$ cat src/rtl/pdt_pkg.sv
`timescale 1ns / 1ps
// Package for the pairwise distance table: field widths, request codes
// and the command record that travels from the front end to the back end.
// No dependencies.
package pdt_pkg;

	localparam int SLOT_W      = 3;
	localparam int COORD_W     = 15;
	localparam int TICK_W      = 32;
	localparam int DIST_W      = 16;
	localparam int SQ_W        = 2 * COORD_W;
	localparam int ROOT_W      = 32;

	localparam int NUM_SLOTS_DEF = 8;

	// Command queue between front and back; the depth is a power of two.
	localparam int QUEUE_DEPTH = 2;
	localparam int QUEUE_PTR_W = $clog2(QUEUE_DEPTH);

	// Request codes carried in req_type.
	localparam logic REQ_POS  = 1'b0;
	localparam logic REQ_TICK = 1'b1;

	typedef struct packed {
		logic               is_tick;
		logic [SLOT_W-1:0]  slot;
		logic [COORD_W-1:0] pos_x;
		logic [COORD_W-1:0] pos_y;
		logic [TICK_W-1:0]  tick;
	} cmd_t;

endpackage

$ cat src/rtl/pdt_if.sv
`timescale 1ns / 1ps
// Valid/ready channel interfaces for request items and result items.
// Depends on pdt_pkg.
interface pdt_req_if import pdt_pkg::*; ();
	logic               valid;
	logic               ready;
	logic               req_type;
	logic [SLOT_W-1:0]  slot;
	logic [COORD_W-1:0] pos_x;
	logic [COORD_W-1:0] pos_y;
	logic [TICK_W-1:0]  tick_number;

	modport source (output valid, req_type, slot, pos_x, pos_y, tick_number, input ready);
	modport sink   (input valid, req_type, slot, pos_x, pos_y, tick_number, output ready);
endinterface

interface pdt_res_if import pdt_pkg::*; ();
	logic              valid;
	logic              ready;
	logic [TICK_W-1:0] tick_id;
	logic [SLOT_W-1:0] first_slot;
	logic [SLOT_W-1:0] second_slot;
	logic [DIST_W-1:0] distance;
	logic              both_seen;
	logic              last_pair;

	modport source (output valid, tick_id, first_slot, second_slot, distance, both_seen,
		last_pair, input ready);
	modport sink   (input valid, tick_id, first_slot, second_slot, distance, both_seen,
		last_pair, output ready);
endinterface

$ cat src/rtl/pdt_front.sv
`timescale 1ns / 1ps
// Front end: takes request transfers, drops position updates for slots that
// do not exist and holds one command for the queue. Depends on pdt_pkg, pdt_if.
module pdt_front import pdt_pkg::*; #(
	parameter int NUM_SLOTS = NUM_SLOTS_DEF
) (
	input  logic      clk,
	input  logic      arst_n,
	pdt_req_if.sink   req,
	output cmd_t      push_cmd,
	output logic      push_vld,
	input  logic      push_rdy
);

	logic vld_q;
	cmd_t cmd_q;
	logic req_take;
	logic keep;

	assign req.ready = !vld_q || push_rdy;
	assign req_take  = req.valid && req.ready;
	// A tick always goes on; an update only when its slot is in the table.
	assign keep      = (req.req_type == REQ_TICK) || (int'(req.slot) < NUM_SLOTS);

	always_ff @(posedge clk or negedge arst_n) begin
		if (!arst_n) begin
			vld_q <= 1'b0;
		end else if (req_take) begin
			vld_q <= keep;
		end else if (push_rdy) begin
			vld_q <= 1'b0;
		end
	end

	always_ff @(posedge clk) begin
		if (req_take) begin
			cmd_q.is_tick <= (req.req_type == REQ_TICK);
			cmd_q.slot    <= req.slot;
			cmd_q.pos_x   <= req.pos_x;
			cmd_q.pos_y   <= req.pos_y;
			cmd_q.tick    <= req.tick_number;
		end
	end

	assign push_vld = vld_q;
	assign push_cmd = cmd_q;

endmodule

$ cat src/rtl/pdt_queue.sv
`timescale 1ns / 1ps
// Short command queue that decouples the front end from the back end.
// Depends on pdt_pkg.
module pdt_queue import pdt_pkg::*; (
	input  logic clk,
	input  logic arst_n,
	input  cmd_t push_cmd,
	input  logic push_vld,
	output logic push_rdy,
	output cmd_t pop_cmd,
	output logic pop_vld,
	input  logic pop_rdy
);

	cmd_t                   mem_q [QUEUE_DEPTH];
	logic [QUEUE_PTR_W-1:0] wr_ptr_q;
	logic [QUEUE_PTR_W-1:0] rd_ptr_q;
	logic [QUEUE_PTR_W:0]   cnt_q;
	logic                   do_push;
	logic                   do_pop;

	assign push_rdy = (cnt_q != (QUEUE_PTR_W + 1)'(QUEUE_DEPTH));
	assign pop_vld  = (cnt_q != '0);
	assign pop_cmd  = mem_q[rd_ptr_q];
	assign do_push  = push_vld && push_rdy;
	assign do_pop   = pop_vld && pop_rdy;

	always_ff @(posedge clk or negedge arst_n) begin
		if (!arst_n) begin
			wr_ptr_q <= '0;
			rd_ptr_q <= '0;
			cnt_q    <= '0;
		end else begin
			if (do_push) begin
				wr_ptr_q <= wr_ptr_q + QUEUE_PTR_W'(1);
			end
			if (do_pop) begin
				rd_ptr_q <= rd_ptr_q + QUEUE_PTR_W'(1);
			end
			if (do_push && !do_pop) begin
				cnt_q <= cnt_q + (QUEUE_PTR_W + 1)'(1);
			end else if (do_pop && !do_push) begin
				cnt_q <= cnt_q - (QUEUE_PTR_W + 1)'(1);
			end
		end
	end

	always_ff @(posedge clk) begin
		if (do_push) begin
			mem_q[wr_ptr_q] <= push_cmd;
		end
	end

endmodule

$ cat src/rtl/pdt_back.sv
`timescale 1ns / 1ps
// Back end: position table, pair walker, squares, bit-serial integer root
// and the result register. Depends on pdt_pkg, pdt_if.
module pdt_back import pdt_pkg::*; #(
	parameter int NUM_SLOTS = NUM_SLOTS_DEF
) (
	input  logic      clk,
	input  logic      arst_n,
	input  cmd_t      pop_cmd,
	input  logic      pop_vld,
	output logic      pop_rdy,
	pdt_res_if.source res
);

	localparam int IDX_W = $clog2(NUM_SLOTS);
	localparam logic [IDX_W-1:0] LAST_I = IDX_W'(NUM_SLOTS - 2);
	localparam logic [IDX_W-1:0] LAST_J = IDX_W'(NUM_SLOTS - 1);

	localparam logic [2:0] ST_IDLE = 3'd0;
	localparam logic [2:0] ST_READ = 3'd1;
	localparam logic [2:0] ST_DIFF = 3'd2;
	localparam logic [2:0] ST_SQR  = 3'd3;
	localparam logic [2:0] ST_SUM  = 3'd4;
	localparam logic [2:0] ST_ROOT = 3'd5;
	localparam logic [2:0] ST_EMIT = 3'd6;

	localparam logic [ROOT_W-1:0] BIT_FIRST = ROOT_W'(1) << (ROOT_W - 2);
	localparam logic [ROOT_W-1:0] BIT_LAST  = ROOT_W'(1);

	logic [2:0]           state_q;
	logic [IDX_W-1:0]     i_q;
	logic [IDX_W-1:0]     j_q;
	logic [NUM_SLOTS-1:0] seen_q;
	logic [TICK_W-1:0]    tick_q;

	logic [COORD_W-1:0]   x_mem [NUM_SLOTS];
	logic [COORD_W-1:0]   y_mem [NUM_SLOTS];
	logic [COORD_W-1:0]   xa_s1, xb_s1, ya_s1, yb_s1;
	logic [COORD_W-1:0]   dx_s2, dy_s2;
	logic [SQ_W-1:0]      sqx_s3, sqy_s3;
	logic [ROOT_W-1:0]    v_q, root_q, bit_q;

	logic                 out_vld_q;
	logic [TICK_W-1:0]    out_tick_q;
	logic [SLOT_W-1:0]    out_first_q;
	logic [SLOT_W-1:0]    out_second_q;
	logic [DIST_W-1:0]    out_dist_q;
	logic                 out_both_q;
	logic                 out_last_q;

	logic                 wr_en;
	logic [IDX_W-1:0]     wr_idx;
	logic [ROOT_W-1:0]    trial;
	logic                 trial_fits;
	logic                 out_load;
	logic                 pair_both;
	logic                 pair_last;

	assign pop_rdy    = (state_q == ST_IDLE);
	assign wr_en      = pop_rdy && pop_vld && !pop_cmd.is_tick;
	assign wr_idx     = IDX_W'(pop_cmd.slot);
	assign trial      = root_q + bit_q;
	assign trial_fits = (v_q >= trial);
	assign out_load   = (state_q == ST_EMIT) && (!out_vld_q || res.ready);
	assign pair_both  = seen_q[i_q] && seen_q[j_q];
	assign pair_last  = (i_q == LAST_I) && (j_q == LAST_J);

	always_ff @(posedge clk or negedge arst_n) begin
		if (!arst_n) begin
			state_q   <= ST_IDLE;
			i_q       <= '0;
			j_q       <= '0;
			seen_q    <= '0;
			out_vld_q <= 1'b0;
		end else begin
			if (out_load) begin
				out_vld_q <= 1'b1;
			end else if (res.ready) begin
				out_vld_q <= 1'b0;
			end
			unique case (state_q)
				ST_IDLE: begin
					if (wr_en) begin
						seen_q[wr_idx] <= 1'b1;
					end else if (pop_vld) begin
						i_q     <= '0;
						j_q     <= IDX_W'(1);
						state_q <= ST_READ;
					end
				end
				ST_READ: state_q <= ST_DIFF;
				ST_DIFF: state_q <= ST_SQR;
				ST_SQR:  state_q <= ST_SUM;
				ST_SUM:  state_q <= ST_ROOT;
				ST_ROOT: begin
					if (bit_q == BIT_LAST) begin
						state_q <= ST_EMIT;
					end
				end
				ST_EMIT: begin
					if (out_load) begin
						if (pair_last) begin
							state_q <= ST_IDLE;
						end else if (j_q == LAST_J) begin
							i_q     <= i_q + IDX_W'(1);
							j_q     <= i_q + IDX_W'(1) + IDX_W'(1);
							state_q <= ST_READ;
						end else begin
							j_q     <= j_q + IDX_W'(1);
							state_q <= ST_READ;
						end
					end
				end
				default: state_q <= ST_IDLE;
			endcase
		end
	end

	// Position table: one write port, two registered read ports.
	always_ff @(posedge clk) begin
		if (wr_en) begin
			x_mem[wr_idx] <= pop_cmd.pos_x;
			y_mem[wr_idx] <= pop_cmd.pos_y;
		end
		xa_s1 <= x_mem[i_q];
		xb_s1 <= x_mem[j_q];
		ya_s1 <= y_mem[i_q];
		yb_s1 <= y_mem[j_q];
	end

	always_ff @(posedge clk) begin
		if (pop_rdy && pop_vld && pop_cmd.is_tick) begin
			tick_q <= pop_cmd.tick;
		end
		if (state_q == ST_DIFF) begin
			dx_s2 <= (xa_s1 >= xb_s1) ? (xa_s1 - xb_s1) : (xb_s1 - xa_s1);
			dy_s2 <= (ya_s1 >= yb_s1) ? (ya_s1 - yb_s1) : (yb_s1 - ya_s1);
		end
		if (state_q == ST_SQR) begin
			sqx_s3 <= SQ_W'(dx_s2) * SQ_W'(dx_s2);
			sqy_s3 <= SQ_W'(dy_s2) * SQ_W'(dy_s2);
		end
		// Restoring square root, one result bit per cycle.
		if (state_q == ST_SUM) begin
			v_q    <= ROOT_W'(sqx_s3) + ROOT_W'(sqy_s3);
			root_q <= '0;
			bit_q  <= BIT_FIRST;
		end else if (state_q == ST_ROOT) begin
			if (trial_fits) begin
				v_q    <= v_q - trial;
				root_q <= (root_q >> 1) + bit_q;
			end else begin
				root_q <= root_q >> 1;
			end
			bit_q <= bit_q >> 2;
		end
		if (out_load) begin
			out_tick_q   <= tick_q;
			out_first_q  <= SLOT_W'(i_q);
			out_second_q <= SLOT_W'(j_q);
			out_dist_q   <= pair_both ? DIST_W'(root_q) : '0;
			out_both_q   <= pair_both;
			out_last_q   <= pair_last;
		end
	end

	assign res.valid       = out_vld_q;
	assign res.tick_id     = out_tick_q;
	assign res.first_slot  = out_first_q;
	assign res.second_slot = out_second_q;
	assign res.distance    = out_dist_q;
	assign res.both_seen   = out_both_q;
	assign res.last_pair   = out_last_q;

endmodule

$ cat src/rtl/pairwise_distance_table_unit.sv
`timescale 1ns / 1ps
// Pairwise distance table. A position update writes x and y of one slot and
// marks it seen; it produces no result and leaves the back end idle. An
// update for a slot at or above NUM_SLOTS is dropped. A tick produces one
// result transfer for every slot pair i<j, i outer and j inner, carrying the
// tick number, both slot numbers (low three bits) and the floor of the exact
// Euclidean distance, or zero with both_seen low when either slot was never
// written; the final pair has last_pair set. A tick occupies the back end
// until the result of its final pair is loaded: each pair costs a table
// read, an absolute difference, two squares, a sum, the bit-serial square
// root and a load of the result register. Requests are taken into a front
// register and a two-entry command queue, so up to three requests are still
// taken while the back end works on a tick or while a result waits to be
// taken; after that the request side stalls until the back end frees a queue
// entry.
// Depends on pdt_pkg, pdt_if, pdt_front, pdt_queue, pdt_back.
module pairwise_distance_table_unit import pdt_pkg::*; #(
	parameter int NUM_SLOTS = NUM_SLOTS_DEF
) (
	input  logic      clk,
	input  logic      arst_n,
	pdt_req_if.sink   req,
	pdt_res_if.source res
);

	cmd_t push_cmd;
	logic push_vld;
	logic push_rdy;
	cmd_t pop_cmd;
	logic pop_vld;
	logic pop_rdy;

	// Front end classifies requests and drops updates for missing slots.
	pdt_front #(
		.NUM_SLOTS (NUM_SLOTS)
	) u_front (
		.clk      (clk),
		.arst_n   (arst_n),
		.req      (req),
		.push_cmd (push_cmd),
		.push_vld (push_vld),
		.push_rdy (push_rdy)
	);

	// Commands keep their order, so a tick sees every update taken before it.
	pdt_queue u_queue (
		.clk      (clk),
		.arst_n   (arst_n),
		.push_cmd (push_cmd),
		.push_vld (push_vld),
		.push_rdy (push_rdy),
		.pop_cmd  (pop_cmd),
		.pop_vld  (pop_vld),
		.pop_rdy  (pop_rdy)
	);

	// Back end owns the table and walks the pairs of each tick.
	pdt_back #(
		.NUM_SLOTS (NUM_SLOTS)
	) u_back (
		.clk     (clk),
		.arst_n  (arst_n),
		.pop_cmd (pop_cmd),
		.pop_vld (pop_vld),
		.pop_rdy (pop_rdy),
		.res     (res)
	);

endmodule
$ cat src/flat_wrapper.sv
// flat-port wrapper written by rule: the top's interface ports become plain ports
module pairwise_distance_table_unit_flat import pdt_pkg::*;
#(
	parameter int NUM_SLOTS = NUM_SLOTS_DEF
)
  (clk, arst_n, req_valid, req_req_type, req_slot, req_pos_x, req_pos_y, req_tick_number, req_ready, res_valid, res_tick_id, res_first_slot, res_second_slot, res_distance, res_both_seen, res_last_pair, res_ready);
  pdt_req_if req_i ();
  pdt_res_if res_i ();
  input  logic clk;
  input  logic arst_n;
  input wire logic [$bits(req_i.valid)-1:0] req_valid;
  input wire logic [$bits(req_i.req_type)-1:0] req_req_type;
  input wire logic [$bits(req_i.slot)-1:0] req_slot;
  input wire logic [$bits(req_i.pos_x)-1:0] req_pos_x;
  input wire logic [$bits(req_i.pos_y)-1:0] req_pos_y;
  input wire logic [$bits(req_i.tick_number)-1:0] req_tick_number;
  output wire logic [$bits(req_i.ready)-1:0] req_ready;
  output wire logic [$bits(res_i.valid)-1:0] res_valid;
  output wire logic [$bits(res_i.tick_id)-1:0] res_tick_id;
  output wire logic [$bits(res_i.first_slot)-1:0] res_first_slot;
  output wire logic [$bits(res_i.second_slot)-1:0] res_second_slot;
  output wire logic [$bits(res_i.distance)-1:0] res_distance;
  output wire logic [$bits(res_i.both_seen)-1:0] res_both_seen;
  output wire logic [$bits(res_i.last_pair)-1:0] res_last_pair;
  input wire logic [$bits(res_i.ready)-1:0] res_ready;
  assign req_i.valid = req_valid;
  assign req_i.req_type = req_req_type;
  assign req_i.slot = req_slot;
  assign req_i.pos_x = req_pos_x;
  assign req_i.pos_y = req_pos_y;
  assign req_i.tick_number = req_tick_number;
  assign req_ready = req_i.ready;
  assign res_valid = res_i.valid;
  assign res_tick_id = res_i.tick_id;
  assign res_first_slot = res_i.first_slot;
  assign res_second_slot = res_i.second_slot;
  assign res_distance = res_i.distance;
  assign res_both_seen = res_i.both_seen;
  assign res_last_pair = res_i.last_pair;
  assign res_i.ready = res_ready;
  pairwise_distance_table_unit #(.NUM_SLOTS(NUM_SLOTS)) u_core (.clk(clk), .arst_n(arst_n), .req(req_i), .res(res_i));
endmodule
$ cat config.mk
export PLATFORM = sky130hd
export DESIGN_NAME = pairwise_distance_table_unit_flat
export DESIGN_NICKNAME = d
export VERILOG_FILES = /design/src/rtl/pdt_pkg.sv /design/src/rtl/pdt_if.sv /design/src/rtl/pdt_front.sv /design/src/rtl/pdt_queue.sv /design/src/rtl/pdt_back.sv /design/src/rtl/pairwise_distance_table_unit.sv /design/src/flat_wrapper.sv
export SDC_FILE = /design/constraint.sdc
export NUM_CORES = 2
export LEC_CHECK = 0
export BUFFER_PORTS_ARGS = -buffer_cell sky130_fd_sc_hd__buf_2
export CORE_MARGIN = 1.5
export CORE_UTILIZATION = 50
export DETAILED_ROUTE_END_ITERATION = 8
export PLACE_DENSITY_LB_ADDON = 0.12
export SLEW_MARGIN = 20
export SYNTH_ARGS = -nofsm -noshare
export SYNTH_HDL_FRONTEND = slang
export SYNTH_SLANG_ARGS = --single-unit
$ cat constraint.sdc
create_clock -name clk -period 8.7 [get_ports clk]
set_input_delay 1.305 -clock clk [delete_from_list [all_inputs] [get_ports clk]]
set_output_delay 1.305 -clock clk [all_outputs]
set_load 0.005 [all_outputs]
==> summary.md <==
| Metric | Value |
|---|---|
| Outcome | finished, final reports clean |
| Global-route wire length before repair | 160.6 mm |
| Sequential area share after synthesis | 0.4618 |
| Share of cells above drive strength 1 | 0.1494 |
| Period minus WS final | 6.867 ns |
| HPWL Detailed | 71.39 mm |
| Final setup viols | 0 |
| FF+latch area | 0.02215 mm2 |
| Most frequent cell after synthesis | edfxtp_1 |
| Compound-Gate Fraction of Synth Area | 0.07486 |
| Worst reg2reg endpoint | u_core.u_back.sqy_s3[27] |
| EDFF count, synth | 646 |
| Most instantiated cells after synthesis | edfxtp_1, inv_1, ha_1 |
| DRT iter0 DRCs | 1929 |
| Mux contribution to synthesized area | 0.09553 |
| Reg2Reg Setup Slack | 1.83 ns |
| Largest family of logic cells by synthesized area | adder cells |
| CTS max path bufs | 3 |
| Crit-path max FO | 15 |
| Mapped Nets | 4535 |
| DRT Wirelength | 99.99 mm |
| CTS sink cnt | 777 |
| # fillers | 8041 |
| Antenna viol nets, final | 0 |
| Met2 usage | 0.3507 |
| Die area | 0.09773 mm2 |
| Slowest cell delay on critical path | 0.64 ns |
| Met3 Track Usage GR | 0.02435 |
| Synth Cell Area | 0.04793 mm2 |
| Sum Neg Setup Slack | 0 ns |
| Distinct cell type count after synthesis | 82 |
| Vias per cell | 5.393 |
| Synth Warn # | 0 |
| Initial Util | 0.5045 |
| Slew Limit Fails | 0 |
| Critical-path cell list | and2_1 > fa_1 > inv_1 > fa_1 > inv_1 > fa_1 > inv_1 > fa_1 > inv_1 > fa_1 > inv_1 > fa_1 > inv_1 > ha_1 > nand2_1 > nand2_1 > a2111oi_2 > nor3b_1 > o311ai_0 > nand2b_1 > a21o_1 > a21o_1 > xor2_1 |
| Hold WS | 0.4167 ns |
| Critical path arrival | 7.27 ns |
| Synth Area in XOR/XNOR | 0.03673 |
| H-tree Lvls | 3 |
| Fmax | 145.6 MHz |
| Root Driver | clkbuf_16 |
| Worst Skew | 0.02844 ns |
| Hold Crit Class | register to register |
| Asr flop ratio synth | 0.02960 |
| Worst setup SP type | register |
| Cells after synthesis | 3849 |
| GPL Wtd Cong | 0.8475 |
| # DRC | 0 |
| Crit path required time | 9.10 ns |
| DIE WIDTH | 312.6 um |
| Hold depth | 0 |
| Reg2reg start | u_core.u_back.dy_s2[8] |
| Vias | 28600 |
| Post-CTS setup buffers | 0 |
| Reg clk slew, reported paths | 0.06 ns |
| Simple-gate share of the synthesized area | 0.07585 |
| CORE AREA | 0.09501 mm2 |
| Area Growth Syn to Fin | 10.06% |
| Inst Count DP | 5141 |
| Yosys reg bits | 777 |
| Dominant cells by area after synthesis | edfxtp_1, fa_1, ha_1 |
| Largest net degree at the start of global routing | 61 |
| Nets | 4650 |
| Hold Fails Final Rpt | 0 |
| Leading area contributor after synthesis | edfxtp_1 |
| CTS Buf Count | 84 |
| Largest delay share family, worst path | adder cells |
| WS Path Type | register to register |
| Overall fraction of global-route tracks in use | 0.2088 |
| Initial antenna violation count | 2 |
| Multi-input logic area | 0.02346 mm2 |
| Period utilisation layout | 0.7893 |
| Adder-cell area share of the yosys netlist | 0.2039 |
| Met1 GRT Util | 0.2879 |
| Avg Cell Area, Syn | 12.45 um2 |
| Cts repair resizes | 0 |
| DRT Pass-1 Iters | 7 |
| Non-filler cells, final | 5303 |
| Reg2Reg Depth | 23 |
| Ys flop type | edfxtp_1 |
| HP Start | u_core.u_back.tick_q[7] |
| Slew margin rel. | 0.3098 |
| Vias in the first global route | 29560 |
| RSZ-0062 raised after global routing | no |
| Worst slew pin tran | 1.032 ns |
| GRT busiest layer | met2 |
| Wirelength per Cell | 18.86 um |
| Worst Hold Endpoint | u_core.u_back.res.tick_id[7] |
| Global route overflow | 0 |
| CTS Hold Bufs | 0 |
| Post-synth top area share | 0.4047 |
| I/O Buffers | 127 |
| # IOs | 128 |
| Die height | 312.6 um |
| CTS tree | done |
| Clk_lat worst skew | 0.66 ns |
| Crit path max-delay cell type | edfxtp_1 |
| Buf/Inv on CP | 6 |
| Row count | 113 |
| Max-Cap Viols | 0 |
| Endpoint type of the worst setup path | register |
-- sequential cells by signal, summed over array words and instances, names as in the netlist, 8 cells and up --
| register | count |
|---|---|
| u_core.u_queue.mem_q | 132 |
| u_core.u_back.x_mem | 120 |
| u_core.u_back.y_mem | 120 |
| u_core.u_front.push_cmd | 66 |
| u_core.u_back.res.tick_id | 32 |
| u_core.u_back.root_q | 32 |
| u_core.u_back.tick_q | 32 |
| u_core.u_back.v_q | 32 |
| u_core.u_back.sqx_s3 | 29 |
| u_core.u_back.sqy_s3 | 29 |
| u_core.u_back.bit_q | 16 |
| u_core.u_back.res.distance | 16 |
| u_core.u_back.dx_s2 | 15 |
| u_core.u_back.dy_s2 | 15 |
| u_core.u_back.xa_s1 | 15 |
| u_core.u_back.xb_s1 | 15 |
| u_core.u_back.ya_s1 | 15 |
| u_core.u_back.yb_s1 | 15 |
| u_core.u_back.seen_q | 8 |
-- stage by stage --
step | utilization | cell area [um2] | worst slack [ns]
global route | 0.5553 | 52760 | 1.508
finish | 0.5553 | 52760 | 1.833
CTS | 0.5547 | 52700 | 1.798
detailed placement | 0.5256 | 49940 | 1.794
floorplan | - | 47930 | 2.522
global placement | 0.5256 | 49930 | 1.897
-- routing by layer --
layer / vias to the layer above / routed length, um
li1: 13760 / -
met1: 14250 / 45490
met2: 465 / 49010
met3: 127 / 3237
met4: 0 / 2258
met5: - / 0
-- how the worst max path moves through the flow --
stage                           start                       end  slack (ns)  cells after the start
4_1_cts        u_core.u_back.dy_s2[8]  u_core.u_back.sqy_s3[27]        1.80                     23
5_1_grt        u_core.u_back.dy_s2[8]  u_core.u_back.sqy_s3[27]        1.51                     23
3_3_place_gp   u_core.u_back.dy_s2[8]  u_core.u_back.sqy_s3[27]        1.90                     23
3_5_place_dp   u_core.u_back.dy_s2[8]  u_core.u_back.sqy_s3[27]        1.79                     23
2_1_floorplan  u_core.u_back.dy_s2[0]  u_core.u_back.sqy_s3[27]        2.52                     24
6_report       u_core.u_back.dy_s2[8]  u_core.u_back.sqy_s3[27]        1.83                     23
-- layout by cell type, fill, tap and decap left out, types with 37 or more instances in the layout --
cell       netlist  routed
a31oi_1         37      37
nand2_1        311     310
nor2_1         149     137
ha_1           341     341
clkbuf_16        0      85
mux2_2         132     132
inv_1          509     509
xnor2_1        124     124
nand3_1         44      44
and2_1          99      98
xor2_1          77      77
edfxtp_1       646     646
buf_2           11     127
fa_1           275     275
a21oi_1        152     151
o21ai_0        120     120
mux4_2         124     124
a21o_1          68      68
dfxtp_1        108     108
-- area by class of cell --
type	count	area share
multi-input combinational	2436	0.4446
clock buffer	115	0.04397
antenna	2	0.00009487
clock inverter	43	0.008396
sequential	777	0.4199
timing repair buffer	156	0.01679
tap	1265	0.03000
inverter	509	0.03621
-- logic make-up after synthesis --
kind of cell             count (synthesis)
buffers and inverters                  636
XOR/XNOR                               201
multiplexers                           286
flip-flops                             777
AND/OR/NAND/NOR                        772
adder cells (fa/ha/maj)                616
AO/OA/AOI/OAI                          561
-- worst reg2reg max path, delay by kind of cell, from the launching register on --
family	cells	cell delay [ns]
fa+ha+maj	7	3.36
compound gates	4	1.36
simple gates	5	0.84
flops	1	0.64
buf+inv	6	0.31
xor+xnor	1	0.14
Power is left out: the tool's default activity adds up to more than one toggle a clock period on the data nets, which glitch-free logic cannot reach.
